<file path="src/rtl/assert_macros.svh">
// Assertion macros shared by the surface extraction RTL.
// No dependencies; include with the bare file name.
`ifndef ASSERT_MACROS_SVH
`define ASSERT_MACROS_SVH

// Check a condition at every rising edge outside reset.
`define VSE_ASSERT(name, clk, rst, cond, msg) \
   name: assert property (@(posedge clk) disable iff (rst) (cond)) else $error(msg);

// Check that a cause is followed by an effect in the next cycle.
`define VSE_ASSERT_NEXT(name, clk, rst, cause, effect, msg) \
   name: assert property (@(posedge clk) disable iff (rst) (cause) |=> (effect)) \
      else $error(msg);

`endif

</file>
<file path="src/rtl/vse_pkg.sv">
// Shared constants and types for the 3D voxel surface extraction block.
// No dependencies.
package vse_pkg;

   localparam int MAX_WIDTH  = 64;
   localparam int MAX_HEIGHT = 64;
   localparam int MAX_DEPTH  = 4096;

   localparam int WIDTH_REG_W  = 7;
   localparam int HEIGHT_REG_W = 7;
   localparam int DEPTH_REG_W  = 13;

   localparam int WIDTH_RESET  = 64;
   localparam int HEIGHT_RESET = 64;
   localparam int DEPTH_RESET  = 64;

   localparam int CSR_ADDR_W = 4;
   localparam int CSR_DATA_W = 32;

   localparam int COL_W   = $clog2(MAX_WIDTH);
   localparam int ROW_W   = $clog2(MAX_HEIGHT);
   localparam int PLANE_W = $clog2(MAX_DEPTH);

   localparam int MAX_PLANE   = MAX_WIDTH * MAX_HEIGHT;
   localparam int PROD_W      = WIDTH_REG_W + HEIGHT_REG_W;
   localparam int PLANE_LEN_W = $clog2(MAX_PLANE + 1);
   localparam int SPAN_B_W    = PLANE_LEN_W + 1;
   localparam int LAG_W       = $clog2(MAX_PLANE + MAX_WIDTH + 2);
   localparam int ROW_SPAN_W  = WIDTH_REG_W + 1;

   localparam int PTR_A_W  = $clog2(MAX_PLANE);
   localparam int PTR_B_W  = $clog2(2 * MAX_PLANE);
   localparam int PTR_R1_W = $clog2(MAX_WIDTH);
   localparam int PTR_R2_W = $clog2(2 * MAX_WIDTH);

   typedef enum logic [CSR_ADDR_W-3:0] {
      REG_WIDTH  = 2'd0,
      REG_HEIGHT = 2'd1,
      REG_DEPTH  = 2'd2
   } vse_reg_type;

   typedef struct packed {
      logic emit;
      logic last;
      logic border;
   } vse_ctrl_type;

   // [row delay][plane delay] occupancy taps of one stream position
   typedef logic [2:0][2:0] vse_slice_type;

endpackage

</file>
<file path="src/rtl/vse_window.sv">
// 3x3x3 neighborhood window, surface decision and result register.
// Depends on vse_pkg.
module vse_window import vse_pkg::*; (
   input  logic          clock,
   input  logic          reset,
   input  logic          s2_valid,
   output logic          s2_ready,
   input  vse_slice_type s2_slice,
   input  vse_ctrl_type  s2_ctrl,
   output logic          rsp_valid,
   input  logic          rsp_ready,
   output logic          rsp_surface,
   output logic          rsp_last
);

   vse_slice_type [2:0] window_ff, window_in;
   logic                valid_ff, valid_in;
   vse_ctrl_type        ctrl_ff, ctrl_in;
   logic                rsp_valid_ff, rsp_valid_in;
   logic                rsp_surface_ff, rsp_surface_in;
   logic                rsp_last_ff, rsp_last_in;

   logic load;
   logic adv;
   logic out_load;
   logic center;
   logic surface;

   // Warm-up requests only shift the window and leave without a result.
   assign adv      = valid_ff & (~ctrl_ff.emit | ~rsp_valid_ff | rsp_ready);
   assign s2_ready = ~valid_ff | adv;
   assign load     = s2_valid & s2_ready;
   assign out_load = adv & ctrl_ff.emit;

   assign window_in = load ? {window_ff[1], window_ff[0], s2_slice} : window_ff;
   assign valid_in  = load | (valid_ff & ~adv);
   assign ctrl_in   = load ? s2_ctrl : ctrl_ff;

   // On the volume border an occupied voxel always has an outside neighbor;
   // inside, it is surface when any of the 27 taps is empty.
   assign center  = window_ff[1][1][1];
   assign surface = center & (ctrl_ff.border | ~(&window_ff));

   assign rsp_valid_in   = out_load | (rsp_valid_ff & ~rsp_ready);
   assign rsp_surface_in = out_load ? surface : rsp_surface_ff;
   assign rsp_last_in    = out_load ? ctrl_ff.last : rsp_last_ff;

   always_ff @(posedge clock) begin
      if (reset) begin
         valid_ff     <= 1'b0;
         rsp_valid_ff <= 1'b0;
      end else begin
         valid_ff     <= valid_in;
         rsp_valid_ff <= rsp_valid_in;
      end
   end

   always_ff @(posedge clock) begin
      window_ff      <= window_in;
      ctrl_ff        <= ctrl_in;
      rsp_surface_ff <= rsp_surface_in;
      rsp_last_ff    <= rsp_last_in;
   end

   assign rsp_valid   = rsp_valid_ff;
   assign rsp_surface = rsp_surface_ff;
   assign rsp_last    = rsp_last_ff;

endmodule

</file>
<file path="config.mk">
export PLATFORM = sky130hd
export DESIGN_NAME = vse_window
export DESIGN_NICKNAME = d
export VERILOG_FILES = /design/src/rtl/assert_macros.svh /design/src/rtl/vse_pkg.sv /design/src/rtl/vse_window.sv
export SDC_FILE = /design/constraint.sdc
export NUM_CORES = 1
export LEC_CHECK = 0
export BUFFER_PORTS_ARGS = -buffer_cell sky130_fd_sc_hd__buf_2
export CELL_PAD_IN_SITES_DETAIL_PLACEMENT = 0
export CELL_PAD_IN_SITES_GLOBAL_PLACEMENT = 1
export CORE_AREA = 2 2 53 55
export DETAILED_ROUTE_END_ITERATION = 10
export DIE_AREA = 0 0 55 57
export GPL_TIMING_DRIVEN = 0
export PLACE_DENSITY = 0.78
export RECOVER_POWER = 100
export SETUP_SLACK_MARGIN = 0.2
export SLEW_MARGIN = 10
export SYNTH_ARGS = -nofsm -noshare
export SYNTH_HDL_FRONTEND = slang
export SYNTH_SLANG_ARGS = --single-unit
</file>
<file path="constraint.sdc">
create_clock -name clock -period 3.3 [get_ports clock]
set_clock_uncertainty 0.15 [all_clocks]
set_input_delay 0.495 -clock clock [delete_from_list [all_inputs] [get_ports clock]]
set_output_delay 0.495 -clock clock [all_outputs]
set_load 0.02 [all_outputs]
</file>
* Word-level counts from Yosys, hierarchy flattened
Index checks and enable logic that the tools add are counted.
Widths: inputs -> output; s select.
** Storage, ports and cells
- Register bits after elaboration :: 34
- Input bits :: 16
- Word-level logic and storage cells :: 35
** Cells by class
- Reductions and logical operators :: 1
- Bitwise gates (word level) :: 18
** Operators with widths (number)
- $reduce_and 27->1 :: 1
- $and 1x1->1 :: 6
- $not 1->1 :: 6
- $or 1x1->1 :: 6

* Logic depth before layout (Yosys ltp)
Gate-level depths: netlist (run 1).
- Word-level depth :: 7
- Gate-level depth with buffers :: 3
- Depth with buffers taken out :: 3

* Worst setup path after synthesis (run 1)
No wires, ideal clock.
- Kind :: register to register
- From :: register ctrl_ff[2] (netlist name)
- To :: register window_ff, in the netlist center, enable pin
- Arrival time :: 2.130 ns
- Stages on the path, launching flop included :: 2
- Buffers on the path :: 0
- Setup slack :: 0.585 ns
- Cells stage by stage :: edfxtp_1 > a31oi_1
** Between the ends
- Longest elaborated chain between the ends :: 6
** RTL lines
- from (decl) :: RTL line vse_window.sv:18 : vse_ctrl_type ctrl_ff, ctrl_in;
- from (signal assigned) :: RTL line vse_window.sv:60 : ctrl_ff <= ctrl_in;
- $not 1->1 :: RTL line vse_window.sv:30 : assign adv = valid_ff & (~ctrl_ff.emit | ~rsp_valid_ff | rsp_ready);
- $or 1x1->1 (2 in series) :: RTL line vse_window.sv:30
- $and 1x1->1 :: RTL line vse_window.sv:30
- $or 1x1->1 :: RTL line vse_window.sv:31 : assign s2_ready = ~valid_ff | adv;
- $and 1x1->1 :: RTL line vse_window.sv:32 : assign load = s2_valid & s2_ready;
- net load :: RTL line vse_window.sv:23 : logic load;
- to (signal assigned) :: RTL line vse_window.sv:59 : window_ff <= window_in;
- to (decl) :: RTL line vse_window.sv:16 : vse_slice_type [2:0] window_ff, window_in;
The timed path passes the listed nets, and every way through them passes these cells.
A chain may end at the register's enable or synchronous reset.

* Worst setup path after layout (run 1)
- From :: register ctrl_ff[2] (netlist name)
- To :: register window_ff[0] (netlist name), enable pin
Same word-level chain as after synthesis.

==> run summary, run 1 <==
status: completed
Die Y-Extent: 57 microns
# diodes: 0
WP data required: 3.19 ns
Worst path max stage delay: 1.08 ns
syn_nets: 69
HPWL Detailed: 1.02 mm
met2 Usage GRT: 16.7%
CTS tree: built
DRT iter0 DRCs: 9
Setup CP Type: reg2reg
largest family of logic cells by synthesized area: simple AND/OR/NAND/NOR gates
io pins: 20
worst hold path type: in2reg
relative slew slack: 9.51%
effective utilization at floorplan: 42.6%
sequential share of power: 66.6%
Post-Synth Simple-Gate Area: 7.74%
die width: 55 microns
Core Area: 2620 sq um
Pre-antenna DRT Iters: 4
Reg area: 1000 sq um
CP Capture Type: register
crit path DAT: 2.09 ns
Row Count: 19
Port Buffers: 19
worst-path cell chain: a31oi_1, buf_16
Syn Area/Cell: 21.0 sq um
layout cell share with drive strength beyond 1: 28.4%
share of power burned in combinational logic: 3.5%
final core occ: 50.6%
CTS HTree Levels: 2
WP depth: 2
met3 usage: 7.07%
largest net degree at the start of global routing: 21
initial antenna violation count: 0
setup TNS: 0 ns
Yosys reg bits: 34
Net Sw Frac: 19.4%
drt drc: 0
GRT overflow: 0
multiplexer share of the synthesized area: 0%
RSZ-0062 raised after global routing: false
met1 Resource Use GR: 12.8%
WHS Path Cells: 2
maxcap violations: 0
Most Crowded Layer GR: met2
Inserted Clock Buffers: 5
Post-Route WL: 1.44 mm
Nets: 96
Synth Area in XOR/XNOR: 0%
Worst-Margin Slew: 1.35 ns
Peak Freq: 0.454 GHz
Final Hold Fails: 0
clk buf depth: 2
Root Buffer: clkbuf_4
Cells after Synth: 53
Slew Limit Fails: 0
Tot GR Track Use: 11.1%
post-CTS resize count: 0
Compound-Gate Fraction of Synth Area: 2.13%
DR vias: 542
fin cells: 112
r2r worst-path depth: 2
Skew-Pair Late Insertion Delay: 0.32 ns
GPL Wtd Cong: 0.696
hold buffer count at cts: 0
Post-Syn Area: 1110 sq um
yosys synthesis warning count: 0
Leak: 0.465 nW
Worst path slowest cell: a31oi_1
sequential area share after synthesis: 89.8%
Routed wire per std cell: 12.8 microns
CTS Sinks: 34
Fillers: 223
commonest non-fill, non-tap cell in the layout: edfxtp_1
Crit path max-delay family: compound AO/OA/AOI/OAI gates
setup bufs post-CTS: 0
Placed Cells: 104
Pint: 0.614 mW
area of the multi-input gates: 103 sq um
Unique masters post-synth: 14
critical path fanouts, max: 20
global-route wire length before repair: 2.26 mm
vias in the first global route: 514
via/cell ratio: 4.84
number of routed nets with antenna violations: 0
final period utilization: 66.8%
Synth Area in Adders: 0%
Worst VDD drop: 0.000386 V
Tmin final: 2.20 ns
# setup viols final: 0
most frequent cells in the layout: edfxtp_1, buf_2, nand4_1, clkbuf_4, clkbuf_1
Worst Path Buf+Inv: 1
Psw: 0.148 mW
clock power share: 29.9%
die area: 3140 sq um
synthesis-to-layout area growth: 18.7%
crit path launch type: register
Reg clk slew, reported paths: 0.10 ns
Cell Pwr Density: 575 nW/um^2
-- path summary, 6_finish.rpt --
kind	endpoint	startpoint	slack, ns
setup / recovery	window_ff[0]	ctrl_ff[2]	1.10
hold / removal	valid_ff	reset	0.18
setup reg to reg	window_ff[0]	ctrl_ff[2]	1.10
hold reg to reg	rsp_last	ctrl_ff[1]	0.30
-- cell usage after synthesis, drive strengths merged --
cell type	n	area share, %
a21boi	1	0.67
a21oi	2	0.90
a31oi	1	0.56
dfxtp	2	3.6
edfxtp	32	86
inv	1	0.34
nand2	1	0.34
nand3	2	0.90
nand4	5	2.8
nand4b	1	0.79
nor2	2	0.67
nor2b	1	1.2
nor3	1	0.45
nor4	1	0.56
-- worst reg2reg max path, cell delays in order (launching register included) --
cell and delay, ns:
edfxtp_1 0.43, a31oi_1 1.08, buf_16 0.25
-- stage by stage --
step | area [sq um] | setup slack (ns) | power, mW | hold WS (ns)
6_report | 1320 | 1.10 | 0.762 | 0.176
5_1_grt | 1320 | 0.952 | 0.799 | 0.148
4_1_cts | 1350 | 1.50 | 0.772 | 0.167
3_5_place_dp | 1290 | 1.54 | 0.547 | 0.284
3_3_place_gp | 1250 | 0.0247 | 0.541 | 0.271
2_1_floorplan | 1110 | 0.585 | 0.526 | 0.250
-- state kept, by name (all words and copies together) (netlist names) --
register	flops
center	1
window_ff	26
ctrl_ff	3
rsp_last	1
rsp_surface	1
valid_ff	1
rsp_valid	1
-- cells by family (layout without fill, tap and decap cells) --
family	after synthesis	count (layout)
simple gates	14	14
compound gates	4	4
flops	34	34
buf+inv	1	29
-- power groups by stage --
stage	clock network, mW	registers (mW)	logic (mW)
global route	0.260	0.510	0.0299
floorplan	0	0.516	0.0100
finish	0.228	0.507	0.0268
CTS	0.235	0.508	0.0295
detailed placement	0	0.518	0.0294
global placement	0	0.518	0.0229
-- routing by layer --
metal	wire length, microns	vias up	part of all wire [%]
li1	-	268	-
met1	569	255	40
met2	765	17	53
met3	77	2	5.4
met4	23	0	1.6
met5	0	-	0
-- cell type report --
type	count	area share [%]
clock buffer	7	4.16
clock inverter	1	0.378
inverter	1	0.284
multi-input combinational	18	7.75
sequential	34	75.6
tap	31	2.93
timing repair buffer	20	8.88
Note: power is estimated with default switching activity, not from simulation.
==> inputs of run 2 (changes only) <==
CORE_AREA = 2 2 56 58   (was 2 2 53 55)
DIE_AREA = 0 0 58 60   (was 0 0 55 57)
PLACE_DENSITY = 0.74   (was 0.78)
clock period = 1.8 ns   (was 3.3 ns; I/O delays follow)
==> run 2 against run 1 <==
Utilization up 0.93 points. Non-clock buffer count up 18. Critical path type unchanged. Register-to-register slack worse by 0.94 ns. Largest power group unchanged.
==> run summary, run 2 (synthesis gave the netlist of run 1 again) <==
status: completed (unchanged)
Tot GR Track Use: 12.6% (was 11.1%)
synthesis-to-layout area growth: 34.2% (was 18.7%)
relative slew slack: 75.7% (was 9.51%)
worst-path cell chain: clkbuf_1, a31oi_4, clkbuf_2 (was a31oi_1, buf_16)
Slew Limit Fails: 0 (unchanged)
Reg clk slew, reported paths: 0.11 ns (was 0.10 ns)
initial antenna violation count: 0 (unchanged)
Worst path slowest cell: edfxtp_1 (was a31oi_1)
Reg area: 1000 sq um (about the same)
die width: 58 microns (was 55 microns)
Pre-antenna DRT Iters: 5 (was 4)
CP Capture Type: register (unchanged)
Routed wire per std cell: 14.5 microns (was 12.8 microns)
maxcap violations: 0 (unchanged)
RSZ-0062 raised after global routing: true (was false)
post-route met1 wirelength: 741 microns (was 569 microns)
Inserted Clock Buffers: 5 (unchanged)
met3 wire len: 69 microns (was 77 microns)
# setup viols final: 0 (unchanged)
Placed Cells: 105 (was 104)
crit path launch type: register (unchanged)
critical path fanouts, max: 14 (was 20)
Fillers: 243 (was 223)
Tot Pwr: 1.39 mW (was 0.762 mW)
effective utilization at floorplan: 38.4% (was 42.6%)
drt drc: 0 (unchanged)
Top reg by flops: window_ff (unchanged)
dpl cell area: 1270 sq um (was 1290 sq um)
worst hold path type: in2reg (unchanged)
Worst path max stage delay: 0.47 ns (was 1.08 ns)
# diodes: 0 (unchanged)
number of routed nets with antenna violations: 0 (unchanged)
largest net degree at the start of global routing: 16 (was 21)
crit path DAT: 1.49 ns (was 2.09 ns)
via/cell ratio: 4.86 (was 4.84)
clk buf depth: 2 (unchanged)
max reg flops: 26 (unchanged)
Port Buffers: 19 (unchanged)
CTS HTree Levels: 2 (unchanged)
DR vias: 646 (was 542)
Cell Pwr Density: 928 nW/um^2 (was 575 nW/um^2)
die area: 3480 sq um (was 3140 sq um)
Worst-Margin Slew: 0.365 ns (was 1.35 ns)
io pins: 20 (unchanged)
Nets: 115 (was 96)
uppermost layer routed: met4 (unchanged)
WHS Path Cells: 4 (was 2)
Core Area: 2900 sq um (was 2620 sq um)
Final Hold Fails: 0 (unchanged)
final setup margin: 0.153 ns (was 1.10 ns)
GPL Wtd Cong: 0.686 (was 0.696)
Leak: 0.527 nW (was 0.465 nW)
CTS Sinks: 34 (unchanged)
area of the multi-input gates: 146 sq um (was 103 sq um)
fin cells: 133 (was 112)
DR WL met2: 1.09 mm (was 765 microns)
biggest regs: window_ff (26), ctrl_ff (3) (unchanged)
CTS tree: built (unchanged)
Post-Route WL: 1.93 mm (was 1.44 mm)
r2r worst-path depth: 3 (was 2)
global-route wire length before repair: 2.83 mm (was 2.26 mm)
WP data required: 1.64 ns (was 3.19 ns)
layout cell share with drive strength beyond 1: 29.0% (was 28.4%)
Die Y-Extent: 60 microns (was 57 microns)
Peak Freq: 0.607 GHz (was 0.454 GHz)
final period utilization: 91.5% (was 66.8%)
Root Buffer: clkbuf_4 (unchanged)
DRT iter0 DRCs: 11 (was 9)
most frequent cells in the layout: edfxtp_1, buf_2, dlygate4sd3_1, clkbuf_1, clkbuf_4 (was edfxtp_1, buf_2, nand4_1, clkbuf_4, clkbuf_1)
Setup CP Type: reg2reg (unchanged)
commonest non-fill, non-tap cell in the layout: edfxtp_1 (unchanged)
Tmin final: 1.65 ns (was 2.20 ns)
Row Count: 20 (was 19)
vias in the first global route: 613 (was 514)
Skew-Pair Late Insertion Delay: 0.33 ns (was 0.32 ns)
design area: 1500 sq um (was 1320 sq um)
GRT overflow: 0 (unchanged)
pre-CTS setup slack: -0.0187 ns (was 1.54 ns)
Worst VDD drop: 0.000631 V (was 0.000386 V)
-- run 2: changes by cell type in the layout (fill, tap and decap cells not counted), moves of 2 or more --
cell and change:
a31oi_4 +2, dlygate4sd3_1 +13, clkbuf_1 +2, clkbuf_2 +2
-- run 2: stage by stage --
step / hold slack (ns) / setup TNS, ns / utilization (%)
finish: 0.126 / 0 / 51.6
floorplan: 0.185 / 0 / -
detailed placement: 0.256 / -0.534 / 43.7
global placement: 0.255 / 0 / 43.7
CTS: 0.118 / 0 / 50.6
global route: 0.143 / 0 / 51.6
-- run 2: final timing paths --
path	slack [ns]	end	from
worst max-delay path	0.15	window_ff[18]	ctrl_ff[2]
worst min-delay path	0.13	rsp_valid	rsp_ready
worst max register to register	0.15	window_ff[18]	ctrl_ff[2]
worst min register to register	0.28	rsp_last	ctrl_ff[1]
-- run 2: where the power goes --
group / internal, mW / switching (mW) / total [mW]
logic: 0.0423 / 0.0351 / 0.0774
clock network: 0.147 / 0.230 / 0.377
registers: 0.913 / 0.0215 / 0.934
total: 1.10 / 0.287 / 1.39
-- run 2: worst max-delay path: cells and delay by family, from the launching register on --
kind            cells  cell delay, ns
compound gates      1            0.17
buf+inv             2            0.51
flops               1            0.47
-- run 2: repair_timing --
item	CTS	global route
hold buffers	13	0
setup buffers	0	6
endpoints found under the hold margin	14	0
gates cloned	1	0
pin swaps	1	2
endpoints found under the setup margin	30	8
gates resized for setup	1	1
-- run 2: layer usage --
metal  track usage [%]  vias up
li1                  -      307
met1              12.1      319
met2              20.9       18
met3              7.14        2
met4              7.97        0
met5                 0        -
-- run 2: area by class of cell --
type / count / area share (%)
inverters: 1 / 0.251
flip-flops and latches: 34 / 67.0
clock buffers: 6 / 2.76
multi-input cells: 19 / 9.78
repair buffers: 38 / 16.9
clock inverters: 2 / 0.585
well taps: 33 / 2.76
