## config.mk

```make
export PLATFORM = sky130hd
export DESIGN_NAME = vse_ctrl
export DESIGN_NICKNAME = d
export VERILOG_FILES = /design/src/rtl/vse_pkg.sv /design/src/rtl/vse_ctrl.sv
export VERILOG_INCLUDE_DIRS = /design/src /design/src/rtl
export SDC_FILE = /design/constraint.sdc
export NUM_CORES = 1
export LEC_CHECK = 0
export BUFFER_PORTS_ARGS = -buffer_cell sky130_fd_sc_hd__buf_4
export CORE_MARGIN = 1
export CORE_UTILIZATION = 35
export DETAILED_ROUTE_END_ITERATION = 12
export PLACE_DENSITY = 0.64
export SKIP_LAST_GASP = 1
export SLEW_MARGIN = 20
export SYNTH_ARGS = -nofsm -noshare
export SYNTH_HDL_FRONTEND = slang
export SYNTH_SLANG_ARGS = --single-unit
```

## constraint.sdc

```tcl
create_clock -name clock -period 6 [get_ports clock]
set_input_delay 0.3 -clock clock [delete_from_list [all_inputs] [get_ports clock]]
set_output_delay 0.3 -clock clock [all_outputs]
set_load 0.02 [all_outputs]
```

## src/rtl/assert_macros.svh

```systemverilog
// Assertion macros shared by the surface extraction RTL.
// No dependencies; include with the bare file name.
`ifndef ASSERT_MACROS_SVH
`define ASSERT_MACROS_SVH

// Check a condition at every rising edge outside reset.
`define VSE_ASSERT(name, clk, rst, cond, msg) \
   name: assert property (@(posedge clk) disable iff (rst) (cond)) else $error(msg);

// Check that a cause is followed by an effect in the next cycle.
`define VSE_ASSERT_NEXT(name, clk, rst, cause, effect, msg) \
   name: assert property (@(posedge clk) disable iff (rst) (cause) |=> (effect)) \
      else $error(msg);

`endif

```

## src/rtl/vse_pkg.sv

```systemverilog
// Shared constants and types for the 3D voxel surface extraction block.
// No dependencies.
package vse_pkg;

   localparam int MAX_WIDTH  = 64;
   localparam int MAX_HEIGHT = 64;
   localparam int MAX_DEPTH  = 4096;

   localparam int WIDTH_REG_W  = 7;
   localparam int HEIGHT_REG_W = 7;
   localparam int DEPTH_REG_W  = 13;

   localparam int WIDTH_RESET  = 64;
   localparam int HEIGHT_RESET = 64;
   localparam int DEPTH_RESET  = 64;

   localparam int CSR_ADDR_W = 4;
   localparam int CSR_DATA_W = 32;

   localparam int COL_W   = $clog2(MAX_WIDTH);
   localparam int ROW_W   = $clog2(MAX_HEIGHT);
   localparam int PLANE_W = $clog2(MAX_DEPTH);

   localparam int MAX_PLANE   = MAX_WIDTH * MAX_HEIGHT;
   localparam int PROD_W      = WIDTH_REG_W + HEIGHT_REG_W;
   localparam int PLANE_LEN_W = $clog2(MAX_PLANE + 1);
   localparam int SPAN_B_W    = PLANE_LEN_W + 1;
   localparam int LAG_W       = $clog2(MAX_PLANE + MAX_WIDTH + 2);
   localparam int ROW_SPAN_W  = WIDTH_REG_W + 1;

   localparam int PTR_A_W  = $clog2(MAX_PLANE);
   localparam int PTR_B_W  = $clog2(2 * MAX_PLANE);
   localparam int PTR_R1_W = $clog2(MAX_WIDTH);
   localparam int PTR_R2_W = $clog2(2 * MAX_WIDTH);

   typedef enum logic [CSR_ADDR_W-3:0] {
      REG_WIDTH  = 2'd0,
      REG_HEIGHT = 2'd1,
      REG_DEPTH  = 2'd2
   } vse_reg_type;

   typedef struct packed {
      logic emit;
      logic last;
      logic border;
   } vse_ctrl_type;

   // [row delay][plane delay] occupancy taps of one stream position
   typedef logic [2:0][2:0] vse_slice_type;

endpackage

```

## src/rtl/vse_ctrl.sv

```systemverilog
// Register file, volume geometry and stream counters of the surface extractor.
// Depends on vse_pkg and assert_macros.svh.
`include "assert_macros.svh"

module vse_ctrl import vse_pkg::*; (
   input  logic                   clock,
   input  logic                   reset,
   input  logic                   psel,
   input  logic                   penable,
   input  logic                   pwrite,
   input  logic [CSR_ADDR_W-1:0]  paddr,
   input  logic [CSR_DATA_W-1:0]  pwdata,
   output logic [CSR_DATA_W-1:0]  prdata,
   input  logic                   req_valid,
   input  logic                   req_mode,
   input  logic                   req_occupied,
   output logic                   req_ready,
   output logic                   push_valid,
   input  logic                   push_ready,
   output logic                   push_occ,
   output vse_ctrl_type           push_ctrl,
   output logic                   restart,
   output logic [PLANE_LEN_W-1:0] plane_len,
   output logic [WIDTH_REG_W-1:0] row_len
);

   logic [WIDTH_REG_W-1:0]  width_ff, width_in;
   logic [HEIGHT_REG_W-1:0] height_ff, height_in;
   logic [DEPTH_REG_W-1:0]  depth_ff, depth_in;

   logic [COL_W-1:0]   in_col_ff, in_col_in;
   logic [ROW_W-1:0]   in_row_ff, in_row_in;
   logic [PLANE_W-1:0] in_plane_ff, in_plane_in;
   logic               in_done_ff, in_done_in;
   logic [LAG_W-1:0]   warm_ff, warm_in;
   logic [COL_W-1:0]   out_col_ff, out_col_in;
   logic [ROW_W-1:0]   out_row_ff, out_row_in;
   logic [PLANE_W-1:0] out_plane_ff, out_plane_in;

   logic [WIDTH_REG_W-1:0]  w_eff;
   logic [HEIGHT_REG_W-1:0] h_eff;
   logic [DEPTH_REG_W-1:0]  d_eff;
   logic [PROD_W-1:0]       plane_prod;
   logic [LAG_W-1:0]        lag;
   logic [COL_W-1:0]        w_last;
   logic [ROW_W-1:0]        h_last;
   logic [PLANE_W-1:0]      d_last;
   vse_reg_type             reg_sel;
   logic                    csr_write;
   logic                    ignored;
   logic                    fire;
   logic                    emit;
   logic                    at_last;
   logic                    at_in_end;
   logic                    border;
   logic                    clear_vol;

   // Out-of-range sizes act as the nearest legal size.
   always_comb begin
      if (width_ff == '0) w_eff = WIDTH_REG_W'(1);
      else if (width_ff > WIDTH_REG_W'(MAX_WIDTH)) w_eff = WIDTH_REG_W'(MAX_WIDTH);
      else w_eff = width_ff;
      if (height_ff == '0) h_eff = HEIGHT_REG_W'(1);
      else if (height_ff > HEIGHT_REG_W'(MAX_HEIGHT)) h_eff = HEIGHT_REG_W'(MAX_HEIGHT);
      else h_eff = height_ff;
      if (depth_ff == '0) d_eff = DEPTH_REG_W'(1);
      else if (depth_ff > DEPTH_REG_W'(MAX_DEPTH)) d_eff = DEPTH_REG_W'(MAX_DEPTH);
      else d_eff = depth_ff;
   end

   assign plane_prod = PROD_W'(w_eff) * PROD_W'(h_eff);
   assign plane_len  = PLANE_LEN_W'(plane_prod);
   assign row_len    = w_eff;
   assign lag        = LAG_W'(plane_len) + LAG_W'(w_eff) + LAG_W'(1);
   assign w_last     = COL_W'(w_eff - WIDTH_REG_W'(1));
   assign h_last     = ROW_W'(h_eff - HEIGHT_REG_W'(1));
   assign d_last     = PLANE_W'(d_eff - DEPTH_REG_W'(1));

   assign csr_write = psel & penable & pwrite;
   assign reg_sel   = vse_reg_type'(paddr[CSR_ADDR_W-1:2]);

   always_comb begin
      width_in  = width_ff;
      height_in = height_ff;
      depth_in  = depth_ff;
      restart   = 1'b0;
      if (csr_write) begin
         case (reg_sel)
            REG_WIDTH: begin
               width_in = pwdata[WIDTH_REG_W-1:0];
               restart  = 1'b1;
            end
            REG_HEIGHT: begin
               height_in = pwdata[HEIGHT_REG_W-1:0];
               restart   = 1'b1;
            end
            REG_DEPTH: begin
               depth_in = pwdata[DEPTH_REG_W-1:0];
               restart  = 1'b1;
            end
            default: ;
         endcase
      end
   end

   always_comb begin
      case (reg_sel)
         REG_WIDTH:  prdata = CSR_DATA_W'(width_ff);
         REG_HEIGHT: prdata = CSR_DATA_W'(height_ff);
         REG_DEPTH:  prdata = CSR_DATA_W'(depth_ff);
         default:    prdata = '0;
      endcase
   end

   // A drain request before the volume is complete is taken and dropped.
   assign ignored    = req_mode & ~in_done_ff;
   assign push_valid = req_valid & ~ignored;
   assign req_ready  = push_ready;
   assign fire       = push_valid & push_ready;
   assign push_occ   = req_occupied & ~req_mode & ~in_done_ff;

   assign emit      = (warm_ff == lag);
   assign at_in_end = (in_col_ff == w_last) && (in_row_ff == h_last) && (in_plane_ff == d_last);
   assign at_last   = (out_col_ff == w_last) && (out_row_ff == h_last) &&
                      (out_plane_ff == d_last);
   assign border    = (out_col_ff == '0) || (out_col_ff == w_last) ||
                      (out_row_ff == '0) || (out_row_ff == h_last) ||
                      (out_plane_ff == '0) || (out_plane_ff == d_last);

   always_comb begin
      push_ctrl.emit   = emit;
      push_ctrl.last   = emit & at_last;
      push_ctrl.border = border;
   end

   assign clear_vol = restart | (fire & emit & at_last);

   always_comb begin
      in_col_in    = in_col_ff;
      in_row_in    = in_row_ff;
      in_plane_in  = in_plane_ff;
      in_done_in   = in_done_ff;
      warm_in      = warm_ff;
      out_col_in   = out_col_ff;
      out_row_in   = out_row_ff;
      out_plane_in = out_plane_ff;
      if (fire) begin
         if (!in_done_ff) begin
            if (at_in_end) begin
               in_col_in   = '0;
               in_row_in   = '0;
               in_plane_in = '0;
               in_done_in  = 1'b1;
            end else if (in_col_ff == w_last) begin
               in_col_in = '0;
               if (in_row_ff == h_last) begin
                  in_row_in   = '0;
                  in_plane_in = in_plane_ff + PLANE_W'(1);
               end else begin
                  in_row_in = in_row_ff + ROW_W'(1);
               end
            end else begin
               in_col_in = in_col_ff + COL_W'(1);
            end
         end
         if (!emit) begin
            warm_in = warm_ff + LAG_W'(1);
         end else if (out_col_ff == w_last) begin
            out_col_in = '0;
            if (out_row_ff == h_last) begin
               out_row_in   = '0;
               out_plane_in = out_plane_ff + PLANE_W'(1);
            end else begin
               out_row_in = out_row_ff + ROW_W'(1);
            end
         end else begin
            out_col_in = out_col_ff + COL_W'(1);
         end
      end
      // Last result or register write: start a new volume.
      if (clear_vol) begin
         in_col_in    = '0;
         in_row_in    = '0;
         in_plane_in  = '0;
         in_done_in   = 1'b0;
         warm_in      = '0;
         out_col_in   = '0;
         out_row_in   = '0;
         out_plane_in = '0;
      end
   end

   always_ff @(posedge clock) begin
      if (reset) begin
         width_ff     <= WIDTH_REG_W'(WIDTH_RESET);
         height_ff    <= HEIGHT_REG_W'(HEIGHT_RESET);
         depth_ff     <= DEPTH_REG_W'(DEPTH_RESET);
         in_col_ff    <= '0;
         in_row_ff    <= '0;
         in_plane_ff  <= '0;
         in_done_ff   <= 1'b0;
         warm_ff      <= '0;
         out_col_ff   <= '0;
         out_row_ff   <= '0;
         out_plane_ff <= '0;
      end else begin
         width_ff     <= width_in;
         height_ff    <= height_in;
         depth_ff     <= depth_in;
         in_col_ff    <= in_col_in;
         in_row_ff    <= in_row_in;
         in_plane_ff  <= in_plane_in;
         in_done_ff   <= in_done_in;
         warm_ff      <= warm_in;
         out_col_ff   <= out_col_in;
         out_row_ff   <= out_row_in;
         out_plane_ff <= out_plane_in;
      end
   end

   `VSE_ASSERT(a_warm_bounded, clock, reset, warm_ff <= lag, "warm-up count passed the lag")
   `VSE_ASSERT_NEXT(a_last_restarts, clock, reset, fire && emit && at_last, (warm_ff == '0) && !in_done_ff && (out_plane_ff == '0), "volume did not restart after its last result")

endmodule

```

# Word level (Yosys, flattened, before mapping)
# Index checks and enable logic that the tools add are counted.
[totals]
inputBits = 45
rom_bits = 0
wordCells = 102
out_inout_bits = 59
regBits = 89
n_memories = 0
latch_bits = 0
mem_bits_rw = 0
[op_classes]
reduce_logical = 30
mux = 21
n_bitwise = 15
mul = 1
eq_ne = 9
add_sub_neg = 12
shifts = 0
div = 0
magnitude_cmp = 3
[op_table]
columns = ["op", "n"]
rows = [
  ["2-to-1 mux 12 bit", 5],
  ["2-to-1 mux 6 bit", 7],
  ["one-hot mux 13 bit (3 select lines)", 1],
  ["2-to-1 mux 7 bit", 4],
  ["adder 13 x 1 -> 13 bit (second input constant)", 2],
  ["adder 12 x 1 -> 12 bit (second input constant)", 2],
  ["adder 6 x 1 -> 6 bit (second input constant)", 4],
  ["equality test 12 bit", 2],
  ["equality test 6 bit", 4],
  ["greater-than comparator 7 bit (second input constant)", 2],
  ["logical NOT 7 bit", 2],
  ["adder 13 x 7 -> 13 bit", 1],
  ["equality test 13 bit", 1],
  ["greater-than comparator 13 bit (second input constant)", 1],
  ["logical NOT 13 bit", 1],
  ["multiplier 7 x 7 -> 13 bit", 1],
  ["logical NOT 12 bit", 1],
  ["logical NOT 6 bit", 2],
  ["AND reduction 2 bit", 6],
  ["subtractor 12 x 1 -> 12 bit (second input constant)", 1],
  ["subtractor 6 x 1 -> 6 bit (second input constant)", 2],
  ["AND 1 bit", 10],
  ["AND reduction 4 bit", 2],
  ["AND reduction 3 bit", 2],
  ["other kinds (11)", 25],
]

# Depth between registers and ports, before layout
[depth]
word_depth = 11
mapped_depth = 29
mapped_depth_nobuf = 25

# Least setup slack after synthesis
# OpenSTA, ideal clock, no wires.
[synth_path]
kind = "reg2reg"
from = "register width_ff[6]"
to = "register out_plane_ff[2]"
required_ps = 5884
slack_ps = -735
synth_period_minus_slack_ps = 6735
arrival_time_ps = 6620
stages_incl_launch_ff = 26
path_cell_list = "dfxtp_1 inv_2 buf_1 nand2_1 inv_1 nand2_1 fa_1 fa_1 fa_1 inv_1 fa_1 ha_1 xnor2_1 ha_1 xnor2_1 xor2_1 nand3_1 o31a_1 a2111oi_2 o211a_1 nand3_4 or2_1 buf_6 buf_6 a211o_1 a31o_1"
[synth_via]
elab_chain_cells = 11
word_cells_on_any_way = 17
[synth_lines]
columns = ["item", "line", "rtl"]
rows = [
  ["start, declared", "vse_ctrl.sv:27", "logic [WIDTH_REG_W-1:0] width_ff, width_in;"],
  ["start signal, assigned", "vse_ctrl.sv:195", "width_ff <= WIDTH_REG_W'(WIDTH_RESET);"],
  ["start signal, assigned", "vse_ctrl.sv:207", "width_ff <= width_in;"],
  ["greater-than comparator 7 bit", "vse_ctrl.sv:61", "else if (width_ff > WIDTH_REG_W'(MAX_WIDTH)) w_eff = WIDTH_REG_W'(MAX_WIDTH);"],
  ["2-to-1 mux 7 bit", "vse_ctrl.sv:61", ""],
  ["2-to-1 mux 7 bit *", "vse_ctrl.sv:60", "if (width_ff == '0) w_eff = WIDTH_REG_W'(1);"],
  ["named net row_len[1]", "vse_ctrl.sv:24", "output logic [WIDTH_REG_W-1:0] row_len"],
  ["multiplier 7 x 7 -> 13 bit *", "vse_ctrl.sv:71", "assign plane_prod = PROD_W'(w_eff) * PROD_W'(h_eff);"],
  ["named net plane_len[6]", "vse_ctrl.sv:23", "output logic [PLANE_LEN_W-1:0] plane_len,"],
  ["adder 13 x 7 -> 13 bit *", "vse_ctrl.sv:74", "assign lag = LAG_W'(plane_len) + LAG_W'(w_eff) + LAG_W'(1);"],
  ["adder 13 x 1 -> 13 bit *", "vse_ctrl.sv:74", ""],
  ["equality test 13 bit *", "vse_ctrl.sv:122", "assign emit = (warm_ff == lag);"],
  ["AND 1 bit (2 in a row)", "vse_ctrl.sv:136", "assign clear_vol = restart | (fire & emit & at_last);"],
  ["bitwise OR 1 bit", "vse_ctrl.sv:136", ""],
  ["OR reduction 2 bit (no source line)", "--", ""],
  ["end signal, assigned", "vse_ctrl.sv:217", "out_plane_ff <= out_plane_in;"],
  ["end, declared", "vse_ctrl.sv:38", "logic [PLANE_W-1:0] out_plane_ff, out_plane_in;"],
]
# The timed path passes the listed nets; every way through them passes the cells marked *.
# A chain may end at the register's enable or synchronous reset.

==> results.tsv <==
stage	metric	value	unit
run_status	status	completed	
place	dp_hpwl	17900	um
timing	slew_violations	0	
setup_path	critical_path_arrival	5.69	ns
global_route	grt_max_degree	30	
timing	setup_slack	0.00561	ns
clock_network	cts_buffer_depth	2	
timing	clock_skew	0.00706	ns
layout	final_common_cell	buf_4	
pwr	leakage	4.27	nW
layout	final_layout_size_suffix_gt1_share	20.7	%
logic_synthesis	yosys_warnings	0	
routing	wl_per_cell	15.2	um
timing	period_needed	5.99	ns
layout	area_growth	21.8	%
setup_path	path_buf_inv	3	
clock_network	cts_buffers	9	
floorplan	pin_count	104	
layout	final_cell_mix	145 x buf_4, 130 x nand2_1, 107 x nor2_1	
layout	num_antenna_cells	0	
floorplan	die_area	25000	um^2
logic_synthesis	syn-instance-count	1115	
timing	finalHoldViolCount	0	
timing	worst-slew-pin-transition	0.870	ns
setup_path	path_cells	or3_4, o2bb2ai_4, nand2_2, fa_1, fa_1, fa_1, inv_2, fa_1, ha_4, o21ai_1, or4b_4, o2111ai_4, o2111ai_2, nand3b_1, xnor2_2, a21boi_2, buf_4, nand3b_1, nor2_1, buf_4	
routing	routed_via_density	5.24	
logic_synthesis	synth_top_cell_by_area	dfxtp_1	
routing	drc	0	
setup_path	cp-start-kind	register	
place	placed_area	9860	um^2
clock_network	clockRootBuffer	clkbuf_16	
place	pre_cts_ws	-0.0274	ns
floorplan	initial_utilization	36.1	%
place	gp_congestion	0.886	
clock_network	cts_max_level	3	
timing	period_share	99.9	%
timing	relSlewSlack	41.4	%
floorplan	die-width	158	um
logic_synthesis	synthFlopType	dfxtp_1	
floorplan	rows	56	
pwr	total_power	1.33	mW
pwr	p_per_area	128	nW/um^2
layout	fillers	2396	
logic_synthesis	ys_seq_elements	89	
clock_network	postCtsHoldBufs	0	
setup_path	crit_fanout	5	
layout	num-nets-final	1336	
setup_path	cpPeakStageDelay	0.53	ns
pwr	peakVddDrop	0.000133	V
logic_synthesis	synth_edf_count	0	
setup_path	slowest_stage	fa_1	
timing	worst_hold_slack	0.192	ns
routing	wirelength	23400	um
global_route	antenna_found_initial	0	
setup_path	endpoint_kind	output port	
setup_path	worstPathRequired	5.70	ns
routing	vias	8082	
timing	fmax	167	MHz
logic_synthesis	synth-async-reset-ratio	0	%
global_route	grt_use_total	19.0	%
clock_network	cts_tree	built	
logic_synthesis	synth_seq_area_share	20.9	%
floorplan	die-height	158	um
global_route	grt_pass1_vias	7675	
timing	rsz0062_at_grt	true	
timing	finalSetupViolations	0	
hold_path	hold_path_class	in -> reg	
clock_network	clk_pin_slew	0.07	ns
routing	ant_nets	0	
setup_path	critPathTopFamily	adder cells	
clock_network	clock_latency	0.35	ns
global_route	grt_pass1_wl	38100	um
place	port_buffers	63	
run	maxCapViolations	0	
layout	finalInstanceArea	10400	um^2
logic_synthesis	synthTopCellsByArea	dfxtp_1 21%, ha_1 7.0%, xnor2_1 6.4%, nand2_1 5.8%, fa_1 5.6%	
floorplan	core	23700	um^2
routing	drt-initial-drc-count	580	
setup_path	crit_top_cell	fa_1	
logic_synthesis	syn_area	8540	um^2
clock_network	cts.sinks	89	
logic_synthesis	yosys.area.top_type_share	20.9	%
global_route	grt-ovfl-total	0	
routing	dr.pass1.iters	7	
logic_synthesis	synthDistinctLibCells	93	
logic_synthesis	avgSynthCellArea	7.66	um^2
setup_path	critical_path_class	reg -> out	
## state kept, by name, indices dropped and copies added, names as in the netlist
| name | flops |
|---|---|
| width_ff | 7 |
| in_row_ff | 6 |
| depth_ff | 13 |
| out_plane_ff | 12 |
| in_col_ff | 6 |
| warm_ff | 13 |
| in_done_ff | 1 |
| in_plane_ff | 12 |
| out_row_ff | 6 |
| out_col_ff | 6 |
| height_ff | 7 |
## power breakdown
group,switching (mW),leakage [nW],internal [mW]
sequential,0.00533,0.717,0.594
combinational,0.0899,3.41,0.0614
clock,0.248,0.143,0.336
total,0.343,4.27,0.991
## kinds of logic after synthesis
kind of cell	synth area share, %
xor gates and xnor gates	9.18
AOI/OAI and AO/OA	17.9
adders and majority gates	12.7
buffers and inverters	7.37
and+or+nand+nor	28.5
DFF	20.9
other	0.0439
muxes	3.54
## synthesized netlist by cell type (all sizes together), types with 12 or more instances
| cell type | n |
|---|---|
| clkbuf | 35 |
| nand3 | 41 |
| inv | 57 |
| nor4 | 14 |
| and2 | 18 |
| nand2b | 12 |
| nand2 | 132 |
| xor2 | 23 |
| a21oi | 66 |
| nand4 | 26 |
| nor2b | 15 |
| a31oi | 12 |
| o21ai | 59 |
| buf | 44 |
| or3 | 22 |
| mux2i | 28 |
| xnor2 | 64 |
| nor3 | 37 |
| fa | 24 |
| dfxtp | 89 |
| ha | 48 |
| nor2 | 113 |
## cell type report
cell class / count / area (um^2) / share of cell area [%]
timing repair buffer: 152 / 1200 / 11.5
multi-input combinational: 910 / 6510 / 62.6
tap: 319 / 399 / 3.84
inverter: 57 / 214 / 2.06
sequential: 89 / 1790 / 17.2
clock buffer: 12 / 246 / 2.37
clock inverter: 4 / 51.3 / 0.493
## worst register-to-register path, delay by kind of cell, from the launching register on
kind | cells | cell delay (ns)
flip-flops | 1 | 0.36
buffers and inverters | 4 | 0.58
AO/OA/AOI/OAI | 6 | 1.07
adder cells (fa/ha/maj) | 5 | 2.32
AND/OR/NAND/NOR | 7 | 1.52
## final timing paths
| check | to | slack, ns | depth (start not counted) | startpoint |
|---|---|---|---|---|
| setup / recovery | push_ctrl[1] | 0.006 | 20 | width_ff[6] |
| hold / removal | depth_ff[11] | 0.19 | 3 | pwdata[11] |
| setup reg to reg | in_row_ff[5] | 0.04 | 22 | width_ff[6] |
| hold reg to reg | depth_ff[11] | 0.50 | 2 | depth_ff[11] |
## metrics by stage
step / setup TNS, ns / std cells / utilization [%]
final: 0 / 1543 / 43.9
after global routing: -10.68 / 1543 / 43.9
after CTS: -0.0619 / 1537 / 43.1
after detailed placement: -0.401 / 1520 / 41.6
after global placement: -0.0280 / 1520 / 41.6
after floorplan: -0.385 / 1133 / -
## what timing repair did
item | in CTS | in global routing
setup buffers | 1 | 4
cloned | 0 | 3
pin swaps | 3 | 21
endpoints found under the setup margin | 37 | 64
gates resized for setup | 10 | 38
## routing by layer
| layer | vias to the layer above | share of wire [%] | track usage (%) |
|---|---|---|---|
| met3 | 34 | 4.4 | 2.19 |
| li1 | 4084 | - | - |
| met5 | - | 0 | 0 |
| met1 | 3768 | 47 | 25.1 |
| met4 | 0 | 2.1 | 5.82 |
| met2 | 196 | 47 | 32.4 |
(Power assumes the default switching activity.)
